`src/design/pkd_pkg.sv`:
```
// Shared constants and types for the key derivation core.
`default_nettype none
package pkd_pkg;

    localparam int KEY_BYTES  = 16;
    localparam int KEY_W      = KEY_BYTES * 8;
    localparam int IDX_W      = $clog2(KEY_BYTES);
    localparam int LANES      = 4;
    localparam int HEX_CHARS  = 32;
    localparam int NIB_IDX_W  = $clog2(HEX_CHARS);
    localparam int COUNT_W    = 6;
    localparam int QUEUE_DEPTH = 2;
    localparam int QPTR_W     = (QUEUE_DEPTH > 1) ? $clog2(QUEUE_DEPTH) : 1;
    localparam int QCNT_W     = $clog2(QUEUE_DEPTH + 1);

    localparam logic [31:0] HASH_SEED = 32'd5381;
    localparam logic [COUNT_W-1:0] COUNT_MAX = {COUNT_W{1'b1}};
    localparam logic [COUNT_W-1:0] HEX_COUNT = COUNT_W'(HEX_CHARS);

    // One finished key waiting to be serialised.
    typedef struct packed {
        logic             from_hex;
        logic [KEY_W-1:0] key;
    } key_entry_t;

    // Queue status seen by both sides.
    typedef struct packed {
        logic full;
        logic empty;
    } queue_status_t;

endpackage
`default_nettype wire

```
`src/design/psk_key_derivation_core.sv`:
```
// Top level of the key derivation core: front end, key queue and serialiser.
`default_nettype none
// The core takes a key string one character per input transaction and accepts a
// character every cycle, hashing it into four 32-bit lanes as it arrives. The
// transaction marked end_of_text (with or without a character) closes the string:
// the finished 16-byte key, either the decoded hex pairs of an exactly 32-digit hex
// string or the four hash lanes little-endian, is placed in a two-entry queue and
// the running state restarts at once for the next string. The serialiser sends each
// key as 16 output transactions, one per cycle while m_ready is high. A key stays
// in the queue until its final byte has been loaded for output, so input stalls
// only while two finished keys are held: the one being sent and one waiting
// behind it.
module psk_key_derivation_core (
    input  wire logic        aclk,
    input  wire logic        aresetn,
    input  wire logic        s_valid,
    output logic             s_ready,
    input  wire logic [7:0]  s_text_char,
    input  wire logic        s_has_char,
    input  wire logic        s_end_of_text,
    output logic             m_valid,
    input  wire logic        m_ready,
    output logic [3:0]       m_byte_index,
    output logic [7:0]       m_key_byte,
    output logic             m_from_hex,
    output logic             m_last_byte
);

    logic                   push, pop;
    pkd_pkg::key_entry_t    push_entry, head;
    pkd_pkg::queue_status_t q_status;

    pkd_front u_front (
        .aclk          (aclk),
        .aresetn       (aresetn),
        .s_valid       (s_valid),
        .s_ready       (s_ready),
        .s_text_char   (s_text_char),
        .s_has_char    (s_has_char),
        .s_end_of_text (s_end_of_text),
        .q_status      (q_status),
        .push          (push),
        .push_entry    (push_entry)
    );

    pkd_queue u_queue (
        .aclk       (aclk),
        .aresetn    (aresetn),
        .push       (push),
        .push_entry (push_entry),
        .pop        (pop),
        .head       (head),
        .status     (q_status)
    );

    pkd_back u_back (
        .aclk         (aclk),
        .aresetn      (aresetn),
        .head         (head),
        .q_status     (q_status),
        .pop          (pop),
        .m_valid      (m_valid),
        .m_ready      (m_ready),
        .m_byte_index (m_byte_index),
        .m_key_byte   (m_key_byte),
        .m_from_hex   (m_from_hex),
        .m_last_byte  (m_last_byte)
    );

    // A closing transaction must always find room in the queue.
    assert property (@(posedge aclk) disable iff (!aresetn)
        push |-> !q_status.full)
        else $error("end of string accepted with the key queue full");

    // The queue can never report full and empty together.
    assert property (@(posedge aclk) disable iff (!aresetn)
        !(q_status.full && q_status.empty))
        else $error("key queue reports full and empty at once");

    // Within a key the bytes follow each other without a gap.
    assert property (@(posedge aclk) disable iff (!aresetn)
        (m_valid && m_ready && !m_last_byte) |=>
            (m_valid && m_byte_index == $past(m_byte_index) + 4'd1))
        else $error("key bytes out of sequence");

    // A key is only released from the queue when its final byte is loaded.
    assert property (@(posedge aclk) disable iff (!aresetn)
        pop |=> (m_valid && m_last_byte))
        else $error("key released before its final byte");

endmodule
`default_nettype wire

```
`src/design/pkd_front.sv`:
```
// Front end: takes characters, keeps the running hashes and nibbles, builds the key.
`default_nettype none
module pkd_front (
    input  wire logic                  aclk,
    input  wire logic                  aresetn,
    input  wire logic                  s_valid,
    output logic                       s_ready,
    input  wire logic [7:0]            s_text_char,
    input  wire logic                  s_has_char,
    input  wire logic                  s_end_of_text,
    input  wire pkd_pkg::queue_status_t q_status,
    output logic                       push,
    output pkd_pkg::key_entry_t        push_entry
);

    logic [pkd_pkg::COUNT_W-1:0] count_reg, count_next, count_upd;
    logic                        all_hex_reg, all_hex_next, all_hex_upd;
    logic [31:0]                 lane_reg [pkd_pkg::LANES];
    logic [31:0]                 lane_next [pkd_pkg::LANES];
    logic [31:0]                 lane_upd [pkd_pkg::LANES];
    logic [3:0]                  nib_reg [pkd_pkg::HEX_CHARS];
    logic [3:0]                  nib_upd [pkd_pkg::HEX_CHARS];
    logic                        accept, take, is_hex, nib_wr;
    logic [3:0]                  nib_val;
    logic [pkd_pkg::KEY_W-1:0]   hex_key, hash_key;

    assign s_ready = !q_status.full;
    assign accept  = s_valid && s_ready;
    assign take    = accept && s_has_char;

    always_comb begin
        is_hex  = 1'b1;
        nib_val = 4'd0;
        if (s_text_char >= 8'h30 && s_text_char <= 8'h39) begin
            nib_val = s_text_char[3:0];
        end else if ((s_text_char >= 8'h61 && s_text_char <= 8'h66) ||
                     (s_text_char >= 8'h41 && s_text_char <= 8'h46)) begin
            nib_val = 4'(s_text_char[2:0] + 3'd1) + 4'd8;
        end else begin
            is_hex = 1'b0;
        end
    end

    assign nib_wr = take && is_hex && (count_reg < pkd_pkg::HEX_COUNT);

    always_comb begin
        count_upd   = count_reg;
        all_hex_upd = all_hex_reg;
        for (int k = 0; k < pkd_pkg::LANES; k++) begin
            lane_upd[k] = lane_reg[k];
        end
        for (int j = 0; j < pkd_pkg::HEX_CHARS; j++) begin
            nib_upd[j] = nib_reg[j];
        end
        if (take) begin
            if (!is_hex) begin
                all_hex_upd = 1'b0;
            end
            if (count_reg != pkd_pkg::COUNT_MAX) begin
                count_upd = count_reg + 1'b1;
            end
            for (int k = 0; k < pkd_pkg::LANES; k++) begin
                lane_upd[k] = {lane_reg[k][26:0], 5'd0} + lane_reg[k]
                              + {24'd0, s_text_char} + 32'(k);
            end
        end
        if (nib_wr) begin
            nib_upd[count_reg[pkd_pkg::NIB_IDX_W-1:0]] = nib_val;
        end
    end

    // Byte i of the key sits at bits [8i+7:8i].
    always_comb begin
        for (int i = 0; i < pkd_pkg::KEY_BYTES; i++) begin
            hex_key[8*i +: 8] = {nib_upd[2*i], nib_upd[2*i+1]};
        end
        for (int k = 0; k < pkd_pkg::LANES; k++) begin
            hash_key[32*k +: 32] = lane_upd[k];
        end
    end

    assign push                = accept && s_end_of_text;
    assign push_entry.from_hex = all_hex_upd && (count_upd == pkd_pkg::HEX_COUNT);
    assign push_entry.key      = push_entry.from_hex ? hex_key : hash_key;

    // The end of a string returns the count, the hex flag and every hash lane to its starting point.
    always_comb begin
        if (push) begin
            count_next   = '0;
            all_hex_next = 1'b1;
            for (int k = 0; k < pkd_pkg::LANES; k++) begin
                lane_next[k] = pkd_pkg::HASH_SEED;
            end
        end else begin
            count_next   = count_upd;
            all_hex_next = all_hex_upd;
            for (int k = 0; k < pkd_pkg::LANES; k++) begin
                lane_next[k] = lane_upd[k];
            end
        end
    end

    always_ff @(posedge aclk) begin
        if (!aresetn) begin
            count_reg   <= '0;
            all_hex_reg <= 1'b1;
            for (int k = 0; k < pkd_pkg::LANES; k++) begin
                lane_reg[k] <= pkd_pkg::HASH_SEED;
            end
        end else begin
            count_reg   <= count_next;
            all_hex_reg <= all_hex_next;
            for (int k = 0; k < pkd_pkg::LANES; k++) begin
                lane_reg[k] <= lane_next[k];
            end
        end
    end

    always_ff @(posedge aclk) begin
        if (nib_wr) begin
            nib_reg[count_reg[pkd_pkg::NIB_IDX_W-1:0]] <= nib_val;
        end
    end

endmodule
`default_nettype wire

```
`src/design/pkd_queue.sv`:
```
// Short queue of finished keys between the front end and the serialiser.
`default_nettype none
module pkd_queue (
    input  wire logic                   aclk,
    input  wire logic                   aresetn,
    input  wire logic                   push,
    input  wire pkd_pkg::key_entry_t    push_entry,
    input  wire logic                   pop,
    output pkd_pkg::key_entry_t         head,
    output pkd_pkg::queue_status_t      status
);

    pkd_pkg::key_entry_t          mem [pkd_pkg::QUEUE_DEPTH];
    logic [pkd_pkg::QPTR_W-1:0]   wr_ptr_reg, wr_ptr_next;
    logic [pkd_pkg::QPTR_W-1:0]   rd_ptr_reg, rd_ptr_next;
    logic [pkd_pkg::QCNT_W-1:0]   cnt_reg, cnt_next;
    logic                         do_push, do_pop;

    assign status.full  = (cnt_reg == pkd_pkg::QCNT_W'(pkd_pkg::QUEUE_DEPTH));
    assign status.empty = (cnt_reg == '0);
    assign do_push      = push && !status.full;
    assign do_pop       = pop && !status.empty;
    assign head         = mem[rd_ptr_reg];

    always_comb begin
        wr_ptr_next = wr_ptr_reg;
        rd_ptr_next = rd_ptr_reg;
        cnt_next    = cnt_reg;
        if (do_push) begin
            wr_ptr_next = (wr_ptr_reg == pkd_pkg::QPTR_W'(pkd_pkg::QUEUE_DEPTH - 1))
                          ? '0 : wr_ptr_reg + 1'b1;
        end
        if (do_pop) begin
            rd_ptr_next = (rd_ptr_reg == pkd_pkg::QPTR_W'(pkd_pkg::QUEUE_DEPTH - 1))
                          ? '0 : rd_ptr_reg + 1'b1;
        end
        if (do_push && !do_pop) begin
            cnt_next = cnt_reg + 1'b1;
        end else if (do_pop && !do_push) begin
            cnt_next = cnt_reg - 1'b1;
        end
    end

    always_ff @(posedge aclk) begin
        if (!aresetn) begin
            wr_ptr_reg <= '0;
            rd_ptr_reg <= '0;
            cnt_reg    <= '0;
        end else begin
            wr_ptr_reg <= wr_ptr_next;
            rd_ptr_reg <= rd_ptr_next;
            cnt_reg    <= cnt_next;
        end
    end

    always_ff @(posedge aclk) begin
        if (do_push) begin
            mem[wr_ptr_reg] <= push_entry;
        end
    end

endmodule
`default_nettype wire

```
`src/design/pkd_back.sv`:
```
// Serialiser: sends the queued key out one byte per transaction.
`default_nettype none
module pkd_back (
    input  wire logic                      aclk,
    input  wire logic                      aresetn,
    input  wire pkd_pkg::key_entry_t       head,
    input  wire pkd_pkg::queue_status_t    q_status,
    output logic                           pop,
    output logic                           m_valid,
    input  wire logic                      m_ready,
    output logic [pkd_pkg::IDX_W-1:0]      m_byte_index,
    output logic [7:0]                     m_key_byte,
    output logic                           m_from_hex,
    output logic                           m_last_byte
);

    localparam logic [pkd_pkg::IDX_W-1:0] LAST_IDX = pkd_pkg::IDX_W'(pkd_pkg::KEY_BYTES - 1);

    logic [pkd_pkg::IDX_W-1:0] idx_reg, idx_next;
    logic                      m_valid_reg, m_valid_next;
    logic [pkd_pkg::IDX_W-1:0] m_byte_index_reg;
    logic [7:0]                m_key_byte_reg;
    logic                      m_from_hex_reg, m_last_byte_reg;
    logic                      load;

    // The output register refills in the same cycle that its byte is taken, if the queue holds a key.
    assign load = (!m_valid_reg || m_ready) && !q_status.empty;
    assign pop  = load && (idx_reg == LAST_IDX);

    always_comb begin
        idx_next     = idx_reg;
        m_valid_next = m_valid_reg;
        if (load) begin
            idx_next     = idx_reg + 1'b1;
            m_valid_next = 1'b1;
        end else if (m_ready) begin
            m_valid_next = 1'b0;
        end
    end

    always_ff @(posedge aclk) begin
        if (!aresetn) begin
            idx_reg     <= '0;
            m_valid_reg <= 1'b0;
        end else begin
            idx_reg     <= idx_next;
            m_valid_reg <= m_valid_next;
        end
    end

    always_ff @(posedge aclk) begin
        if (load) begin
            m_byte_index_reg <= idx_reg;
            m_key_byte_reg   <= head.key[8*idx_reg +: 8];
            m_from_hex_reg   <= head.from_hex;
            m_last_byte_reg  <= (idx_reg == LAST_IDX);
        end
    end

    assign m_valid      = m_valid_reg;
    assign m_byte_index = m_byte_index_reg;
    assign m_key_byte   = m_key_byte_reg;
    assign m_from_hex   = m_from_hex_reg;
    assign m_last_byte  = m_last_byte_reg;

endmodule
`default_nettype wire
```
`config.mk`:
```
export PLATFORM = sky130hd
export DESIGN_NAME = psk_key_derivation_core
export DESIGN_NICKNAME = d
export VERILOG_FILES = /design/src/design/pkd_pkg.sv /design/src/design/psk_key_derivation_core.sv /design/src/design/pkd_front.sv /design/src/design/pkd_queue.sv /design/src/design/pkd_back.sv
export SDC_FILE = /design/constraint.sdc
export NUM_CORES = 1
export LEC_CHECK = 0
export ABC_AREA = 1
export BUFFER_PORTS_ARGS = -buffer_cell sky130_fd_sc_hd__buf_2
export CAP_MARGIN = 20
export CELL_PAD_IN_SITES_DETAIL_PLACEMENT = 0
export CELL_PAD_IN_SITES_GLOBAL_PLACEMENT = 1
export CORE_ASPECT_RATIO = 0.8
export CORE_MARGIN = 2
export CORE_UTILIZATION = 52
export CTS_CLUSTER_SIZE = 25
export DETAILED_ROUTE_END_ITERATION = 10
export GPL_TIMING_DRIVEN = 0
export PLACE_DENSITY = 0.87
export SETUP_SLACK_MARGIN = 0.15
export SLEW_MARGIN = 20
export SYNTH_ARGS = -nofsm -noshare
export SYNTH_HDL_FRONTEND = slang
export SYNTH_SLANG_ARGS = --single-unit
export TNS_END_PERCENT = 30
```
`constraint.sdc`:
```
create_clock -name aclk -period 15.9 [get_ports aclk]
set_input_delay 1.59 -clock aclk [delete_from_list [all_inputs] [get_ports aclk]]
set_output_delay 1.59 -clock aclk [all_outputs]
set_load 0.1 [all_outputs]
```
# == Word-level counts from Yosys, hierarchy flattened ==
# Memories as Yosys holds them, arrays and structs flattened. A register that Yosys moved wholly into a read port is not among the register bits.
# Cells that the tools add are included.
# op_classes
n_addsub,19
magnitude_cmp,9
eq_ne,4
shift,1
n_mux,33
bitwise,6
reduce_logical,27
# ops
cell,count
$mux 128,4
$add 32x32->32,4
$add 32x8->32,4
$bwmux 128,1
$mux 32,4
$shiftx 128x8->8,1
$add 32x2->32 const B,2
$add 32x1->32 const B,1
$demux 4 s5,1
$ge 8x7->1 const B,2
$le 8x7->1 const B,2
$logic_and 1x1->1,16
$mux 1,16
$mux 4,3
$mux 6,2
$ge 8x6->1 const B,1
$le 8x6->1 const B,1
$add 6x1->6 const B,1
$eq 6x6->1 const B,1
$ge 6x6->1 const B,1
$lt 6x1->1 const B,1
$lt 6x6->1 const B,1
$ne 6x6->1 const B,1
$not 5->6,1
other kinds (16),27
# totals
regBits,30
ramBits,514
input_bits,14
out_inout_bits,16
word_cells,113
mem_count,3
# mem_list
name,depth,width,read_ports,rd_ports_with_merged_regs,wr,line_no,text
u_queue.mem,2,129,1,1,1,pkd_queue.sv:13,pkd_pkg::key_entry_t mem [pkd_pkg::QUEUE_DEPTH];
u_front.lane_reg,4,32,4,0,4,pkd_front.sv:18,logic [31:0] lane_reg [pkd_pkg::LANES];
u_front.nib_reg,32,4,32,0,1,pkd_front.sv:21,logic [3:0] nib_reg [pkd_pkg::HEX_CHARS];

# == Longest topological paths before layout ==
# Gate-level depths: netlist of the first run.
# depth
ltp_word,9
ltp_mapped,18

# == Cells and area by module ==
# From an unflattened synthesis of the first run, not the netlist that was laid out.
# unflattened
hier_cells,4434
hier_area_um2,34675.8
# modules_own_cells
mod,n_inst,cells_per_inst,area_each_um2,seq_area_each_um2
pkd_front,1,3531,22674.2,6546.3
pkd_queue,1,439,9593.0,7847.5
pkd_back,1,464,2408.6,520.5

# == Least setup slack after synthesis of the first run ==
# Ideal clock, no wire load.
# synth_path
path_type,input port to flip-flop
startpoint,input s_valid
endpoint,"memory u_queue.mem[0][0] (netlist name), enable pin"
setup_time_ns,0.619
t_arrival_ns,7.290
required_time_ns,15.281
setup_slack_ns,7.991
stages,4
path_cell_list,nand2_1 -> inv_1 -> nand2_1 -> nor2_1
# synth_between
elab_chain_cells,5
# synth_lines
item,line_no,text
start: declaration,psk_key_derivation_core.sv:16,"input wire logic s_valid,"
$logic_and 1x1->1,pkd_front.sv:28,assign accept = s_valid && s_ready;
$logic_and 1x1->1,pkd_front.sv:82,assign push = accept && s_end_of_text;
$logic_and 1x1->1,pkd_queue.sv:21,assign do_push = push && !status.full;
$mux 1,pkd_queue.sv:57,if (do_push) begin
$mux 1 (not written as such),pkd_queue.sv:58,mem[wr_ptr_reg] <= push_entry;
end: declaration,pkd_queue.sv:13,
# No other way between the ends.

==> summary.txt, run 1 <==
Power
  • Seq pwr share: 0.448
  • Net switching power: between 1000 and 1500 uW
  • Static Leak: around 0.017 uW
  • Max VDD drop: 87.4 uV
  • PwrDens: 98.4 nW/um^2
  • Clock power frac: 0.343
  • Sw Share: 0.312
  • Int Power: approximately 2500 uW
  • Combinational fraction of design power: 0.209

Setup path
  • Worst Setup EP: u_queue.mem[1][65]$_DFFE_PP_
  • CP Launch Type: input pin
  • R2R depth: 16
  • Worst setup path startpoint: s_text_char[0]
  • R2R setup slack: between 10 and 15 ns
  • Worst Path Arrival: between 4 and 5 ns
  • Max FO, Critical Path: 7
  • CP endpoint kind: flip-flop
  • Reg2reg start: u_front.lane_reg[3][1]$_SDFF_PP0_
  • Worst EP required: roughly 16 ns
  • CP Class: input pin to flip-flop
  • Worst reg2reg endpoint: u_queue.mem[0][125]$_DFFE_PP_

Drt
  • Antenna Violating Nets Remaining: 0
  • Vias per inst: 5.63
  • Residual DRC: 0
  • Total wire length: between 100000 and 150000 um
  • Routed via count: between 30000 and 40000
  • Pre-Repair DR Iteration Count: 6
  • Iter 0 DRT Violations: 3921
  • Wire per inst: ~22 um

GRT
  • Gr ovfl total: 0
  • Largest net degree at the start of global routing: 27
  • Vias in the first global route: between 20000 and 30000
  • First-pass GRT wire length: 174000 um
  • GRT Total Usage: 0.356
  • Antenna violations before repair: 3

Finish
  • Share of cells above drive strength 1: 0.0588
  • Final net count: 4755
  • Most common cell after layout, fill and taps aside: nand2_1
  • Area growth syn-to-layout: 9.85%
  • Max reg flops: approximately 260
  • Most frequent cells in the layout: nand2_1 (1348), inv_1 (609), nor2_1 (445)
  • Post-Route Utilization: 0.577

Floorplanning
  • # rows: 83
  • Die Area: approximately 67000 um^2
  • Floorplan core area: around 64000 um^2
  • Io pins: 30
  • Chip height: approximately 230 um
  • Initial core utilization: 0.525
  • Die X-Extent: between 200 and 300 um

CTS
  • Clock transition at path regs: roughly 0.060 ns
  • Post-CTS Setup Inserts: 0
  • Resized Gates After CTS: 0
  • H-Tree Depth: 2
  • CTS buffer count: 50
  • CTS Root Cell: clkbuf_16
  • Worst-skew pair later-pin latency: a little over 0.6 ns
  • Max clock buf depth: 3
  • # clock sinks: around 550
  • CTS tree: done
  • # hold bufs at CTS: 0

Synth
  • Ys async rst share: 0
  • Top cells by area, synth: edfxtp_1 (36%), nand2_1 (15%), ha_1 (9.0%)
  • Syn Area/Cell: a little under 8 um^2
  • Mapped Nets: 4658
  • Post-Syn Area: 33700 um^2
  • Post-Synthesis Cells: around 4400
  • Post-synthesis cell type count: 41
  • EDFF count, synth: 400
  • Post-synth top area cell: edfxtp_1
  • YS warnings: 0
  • Register area share after synthesis: 0.442
  • #FFs+latches synth: about 550
  • Share of the synthesized area in the top cell type: 0.356
  • Ys flop type: edfxtp_1

Timing
  • Final Max Tran Viols: 0
  • Actual slew at the worst max-slew pin: 1.13 ns
  • Unrepaired setup endpoints after global routing: false
  • Slack of the critical path: around 11 ns
  • Endpoints failing setup: 0
  • Slew headroom: 0.240
  • Final hold vios: 0
  • Part of the cycle the worst path needs: 0.295
  • Layout Skew: approximately 0.024 ns
  • Tmin final: 4.69 ns
  • Final setup TNS: 0 ns
  • Fmax: around 210 MHz

Placement
  • PortBufs: 28
  • DP Wirelength: between 90000 and 100000 um
  • GPL Wtd Cong: 0.970
  • Post-Place Worst Slack: roughly 11 ns

Run status
  • Status: completed

Worst hold path
  • Hold/Removal Path Class: flip-flop to flip-flop

Run
  • Max Cap Viol: 0
-- kinds of logic (layout without fill, tap and decap cells) --
group	after synthesis	in the layout	share of synthesized area
buffers and inverters	746	882	0.0872
AO/OA/AOI/OAI	552	552	0.0892
other	0	1	0
AND/OR/NAND/NOR	2258	2258	0.275
XOR/XNOR	20	20	0.00542
multiplexers	7	7	0.00208
adder cells (fa/ha/maj)	258	258	0.0993
flip-flops	545	545	0.442
-- worst min path at each step --
stage	start	to	cells past startpoint
global placement	u_back.idx_reg[2]$_SDFFE_PN0P_	u_back.m_byte_index[2]$_DFFE_PP_	0
finish	u_back.idx_reg[2]$_SDFFE_PN0P_	u_back.m_byte_index[2]$_DFFE_PP_	0
CTS	u_back.idx_reg[2]$_SDFFE_PN0P_	u_back.m_byte_index[2]$_DFFE_PP_	0
floorplan	u_back.idx_reg[1]$_SDFFE_PN0P_	u_back.m_byte_index[1]$_DFFE_PP_	0
global route	u_back.idx_reg[1]$_SDFFE_PN0P_	u_back.m_byte_index[1]$_DFFE_PP_	0
detailed placement	u_back.idx_reg[2]$_SDFFE_PN0P_	u_back.m_byte_index[2]$_DFFE_PP_	0
-- critical path, stage by stage --
cell     delay (ns)
buf_2          0.31
inv_1          0.24
ha_1           0.27
nand3_1        0.08
nand3_1        0.41
nand2_1        0.34
nand3_1        0.51
inv_1          0.39
nand2_1        0.21
nand2_1        0.12
nand2_1        0.06
o21ai_0        0.40
-- layout make-up --
type	instances	area, um^2
diodes	1	2.50
plain buffers	131	633
clock buffers	61	1320
clock inverters	30	334
fillers	6055	27100
inverters	615	2310
multi-input cells	3095	15900
flip-flops and latches	545	14900
well taps	850	1060
repair buffers	45	527
-- power by group through the flow --
stage	registers [uW]	clock network, uW	logic [uW]
finish	1630	1250	763
global placement	1670	0	720
global route	1640	1300	828
CTS	1630	1240	744
detailed placement	1660	0	740
floorplan	1690	0	448
-- cells in the mapped netlist (9+ instances only) --
master    instances
nor2_1          447
clkbuf_1         80
buf_2            27
inv_1           609
nand4_1          30
or2_2            77
and2_1           17
nor3_1           52
ha_1            242
o21ai_1          24
a31oi_1           9
o22ai_1          18
edfxtp_1        400
nand2_1        1348
buf_4            14
xnor2_1          12
a21oi_1         143
o221ai_1         48
nand3_1         270
dfxtp_1         145
o21ai_0         297
fa_1             16
-- per-stage QoR --
step / hold slack (ns) / std cells / instance area (um^2) / total power (uW)
after floorplan: 0.432 / 4386 / 33700 / 2130
after global placement: 0.446 / 5264 / 34900 / 2390
after detailed placement: 0.448 / 5281 / 35400 / 2400
after CTS: 0.463 / 5372 / 37000 / 3620
after global routing: 0.488 / 5372 / 37000 / 3760
final: 0.463 / 5373 / 37000 / 3650
-- layer usage --
layer  vias up  track usage  wire [um]
li1      14500            -          -
met1     14000        0.509      51000
met2      1538        0.538      50800
met3       226       0.0659      12400
met4         0        0.130       5020
met5         -            0          0
Power figures use the tool's default switching activity.
==> run 2: changes to the inputs <==
ABC_AREA = 0   (was 1)
PLACE_DENSITY = 0.81   (was 0.87)
clock period = 4.5 ns   (was 15.9 ns; I/O delays follow)
==> summary.txt, run 2 <==
Run status
  • Status: completed

Synth
  • Ys async rst share: 0
  • Mapped Nets: approximately 3000
  • YS warnings: 0
  • Post-synthesis adder-cell area fraction: 0.110
  • Largest family of logic cells by synthesized area: compound AO/OA/AOI/OAI gates
  • Post-Syn Area: just over 30000 um^2
  • Top cells by area, synth: edfxtp_1 (39%), ha_1 (9.9%), dfxtp_1 (9.5%)
  • Compound-Gate Fraction of Synth Area: 0.149
  • Post-Synthesis Cells: 2735
  • Synth Area in Simple Gates: 0.113
  • Post-synth top cells: edfxtp_1 (400), nor2_1 (293), a21oi_1 (266)
  • Share of the synthesized area in the top cell type: 0.394
  • Register area share after synthesis: 0.489
  • Xor/xnor share of the synthesized area: 0.0281
  • EDFF count, synth: 400
  • Ys flop type: edfxtp_1
  • Most frequent cell after synthesis: edfxtp_1
  • Post-synth top area cell: edfxtp_1
  • #FFs+latches synth: approximately 550
  • Syn Area/Cell: 11.2 um^2
  • Mux share of post-synthesis cell area: 0.0811
  • Post-synthesis cell type count: 74

Placement
  • Area post-placement: 32000 um^2
  • PortBufs: 29
  • DP Wirelength: 76100 um
  • GPL Wtd Cong: about 0.92

Finish
  • Most frequent cells in the layout: edfxtp_1 (400), nor2_1 (290), a21oi_1 (266)
  • Most common cell after layout, fill and taps aside: edfxtp_1
  • Fillers: approximately 4800
  • Diode count: 0
  • Design area: between 30000 and 40000 um^2
  • Share of cells above drive strength 1: 0.100
  • Max reg flops: about 260
  • Area growth syn-to-layout: 10.8%
  • Final net count: between 3000 and 4000

CTS
  • Clock transition at path regs: 0.06 ns
  • # clock sinks: between 500 and 600
  • Max clock buf depth: 3
  • CTS tree: done
  • H-Tree Depth: 2
  • CTS Root Cell: clkbuf_16
  • Worst-skew pair later-pin latency: 0.62 ns
  • CTS buffer count: 53

Power
  • Max VDD drop: 257 uV
  • Static Leak: 0.0131 uW
  • PwrDens: roughly 370 nW/um^2
  • Power, Total: 12400 uW

Worst hold path
  • HP Start: m_ready
  • Hold/Removal Path Class: input pin to flip-flop

Drt
  • Total wire length: ~100000 um
  • Antenna Violating Nets Remaining: 0
  • Wire per inst: 28.7 um
  • Residual DRC: 0
  • Routed via count: roughly 24000
  • Pre-Repair DR Iteration Count: 6
  • Iter 0 DRT Violations: approximately 3700
  • Vias per inst: around 6.6

Timing
  • Tmin final: between 4 and 5 ns
  • Slew headroom: 0.126
  • Part of the cycle the worst path needs: 0.969
  • Layout Skew: 0.0267 ns
  • Unrepaired setup endpoints after global routing: true
  • Fmax: 229 MHz
  • Final Max Tran Viols: 0
  • Final hold vios: 0
  • Actual slew at the worst max-slew pin: 1.31 ns
  • Worst hold slack: roughly 0.24 ns
  • Endpoints failing setup: 0

Setup path
  • Max FO, Critical Path: 10
  • CP Class: input pin to flip-flop
  • CP endpoint kind: flip-flop
  • CP Launch Type: input pin
  • Worst setup path startpoint: s_text_char[0]
  • Worst EP required: 4.83 ns
  • Reg2reg start: u_queue.cnt_reg[0]$_SDFFE_PN0P_
  • Worst Path Arrival: approximately 4.7 ns

GRT
  • GRT Total Usage: 0.347
  • Antenna violations before repair: 5
  • Gr ovfl total: 0
  • Vias in the first global route: around 23000
  • Largest net degree at the start of global routing: 28
  • First-pass GRT wire length: roughly 150000 um

Run
  • Max Cap Viol: 0

Floorplanning
  • Die Area: 60600 um^2
  • Floorplan core area: ~58000 um^2
  • Chip height: 221 um
  • Io pins: 30
  • Initial core utilization: 0.526
  • Die X-Extent: about 270 um
  • # rows: 79
## run 2: cell types whose count changed after synthesis, moves of 113 or more
cell / before / now
nand2_1: 1348 / 159
nand3_1: 270 / 59
a21oi_1: 143 / 266
nor2_1: 447 / 293
o21ai_0: 297 / 98
inv_1: 609 / 99
a211oi_1: 0 / 113
## run 2: path summary, 6_finish.rpt
| kind | endpoint | slack [ns] | cells past startpoint |
|---|---|---|---|
| worst max-delay path | u_queue.mem[0][36]$_DFFE_PP_ | 0.14 | 12 |
| worst min-delay path | u_back.m_valid$_SDFFE_PN0P_ | 0.24 | 3 |
| worst max register to register | u_queue.mem[1][87]$_DFFE_PP_ | 0.22 | 7 |
| worst min register to register | u_back.m_byte_index[2]$_DFFE_PP_ | 0.43 | 0 |
## run 2: kinds of logic after synthesis
logic type               after synthesis
adder cells (fa/ha/maj)              258
AND/OR/NAND/NOR                      736
XOR/XNOR                              98
flip-flops                           545
multiplexers                         146
AO/OA/AOI/OAI                        719
buffers and inverters                233
## run 2: cell type report
class | instances | area (um^2) | share of cell area
inverter | 100 | 379 | 0.0112
multi-input combinational | 1957 | 14700 | 0.436
clock inverter | 26 | 219 | 0.00648
sequential | 545 | 14900 | 0.442
timing repair buffer | 46 | 499 | 0.0148
clock buffer | 74 | 1490 | 0.0440
buffer | 133 | 582 | 0.0172
tap | 769 | 962 | 0.0285
## run 2: critical path, stage by stage
cell and delay, ns:
buf_2 0.34, inv_1 0.33, ha_1 0.29, nor2_1 0.09, a21oi_1 0.05, o211ai_1 0.78, o21a_1 0.19, clkbuf_1 0.69
clkbuf_1 0.87, nor2_1 0.15, a211oi_1 0.33, a21oi_1 0.11
## run 2: per-stage QoR
stage	setup WS (ns)	instances	TNS, ns	utilization
2_1_floorplan	-0.936	2735	-239.87	-
3_3_place_gp	-2.03	3533	-542.99	0.545
3_5_place_dp	-0.763	3548	-18.72	0.551
4_1_cts	0.164	3648	0	0.581
5_1_grt	0.0335	3650	0	0.582
6_report	0.138	3650	0	0.582
## run 2: report_power, final
group | total [uW] | internal (uW) | leakage (uW) | switching (uW)
combinational | 2190 | 726 | 0.00762 | 1460
sequential | 5700 | 5600 | 0.00469 | 101
clock | 4490 | 2530 | 0.000831 | 1960
## run 2: timing repair
action	CTS	global route
setup buffers	0	1
resized for setup	2	10
pin swaps	0	2
setup endpoints to repair	9	35
hold buffers	0	0
## run 2: routing by layer
layer  share of wire  track usage  up-vias
met5               0            0        -
met4           0.042        0.133        0
met3            0.13       0.0932      244
met2            0.43        0.517     1530
met1            0.40        0.486    11800
li1                -            -    10500
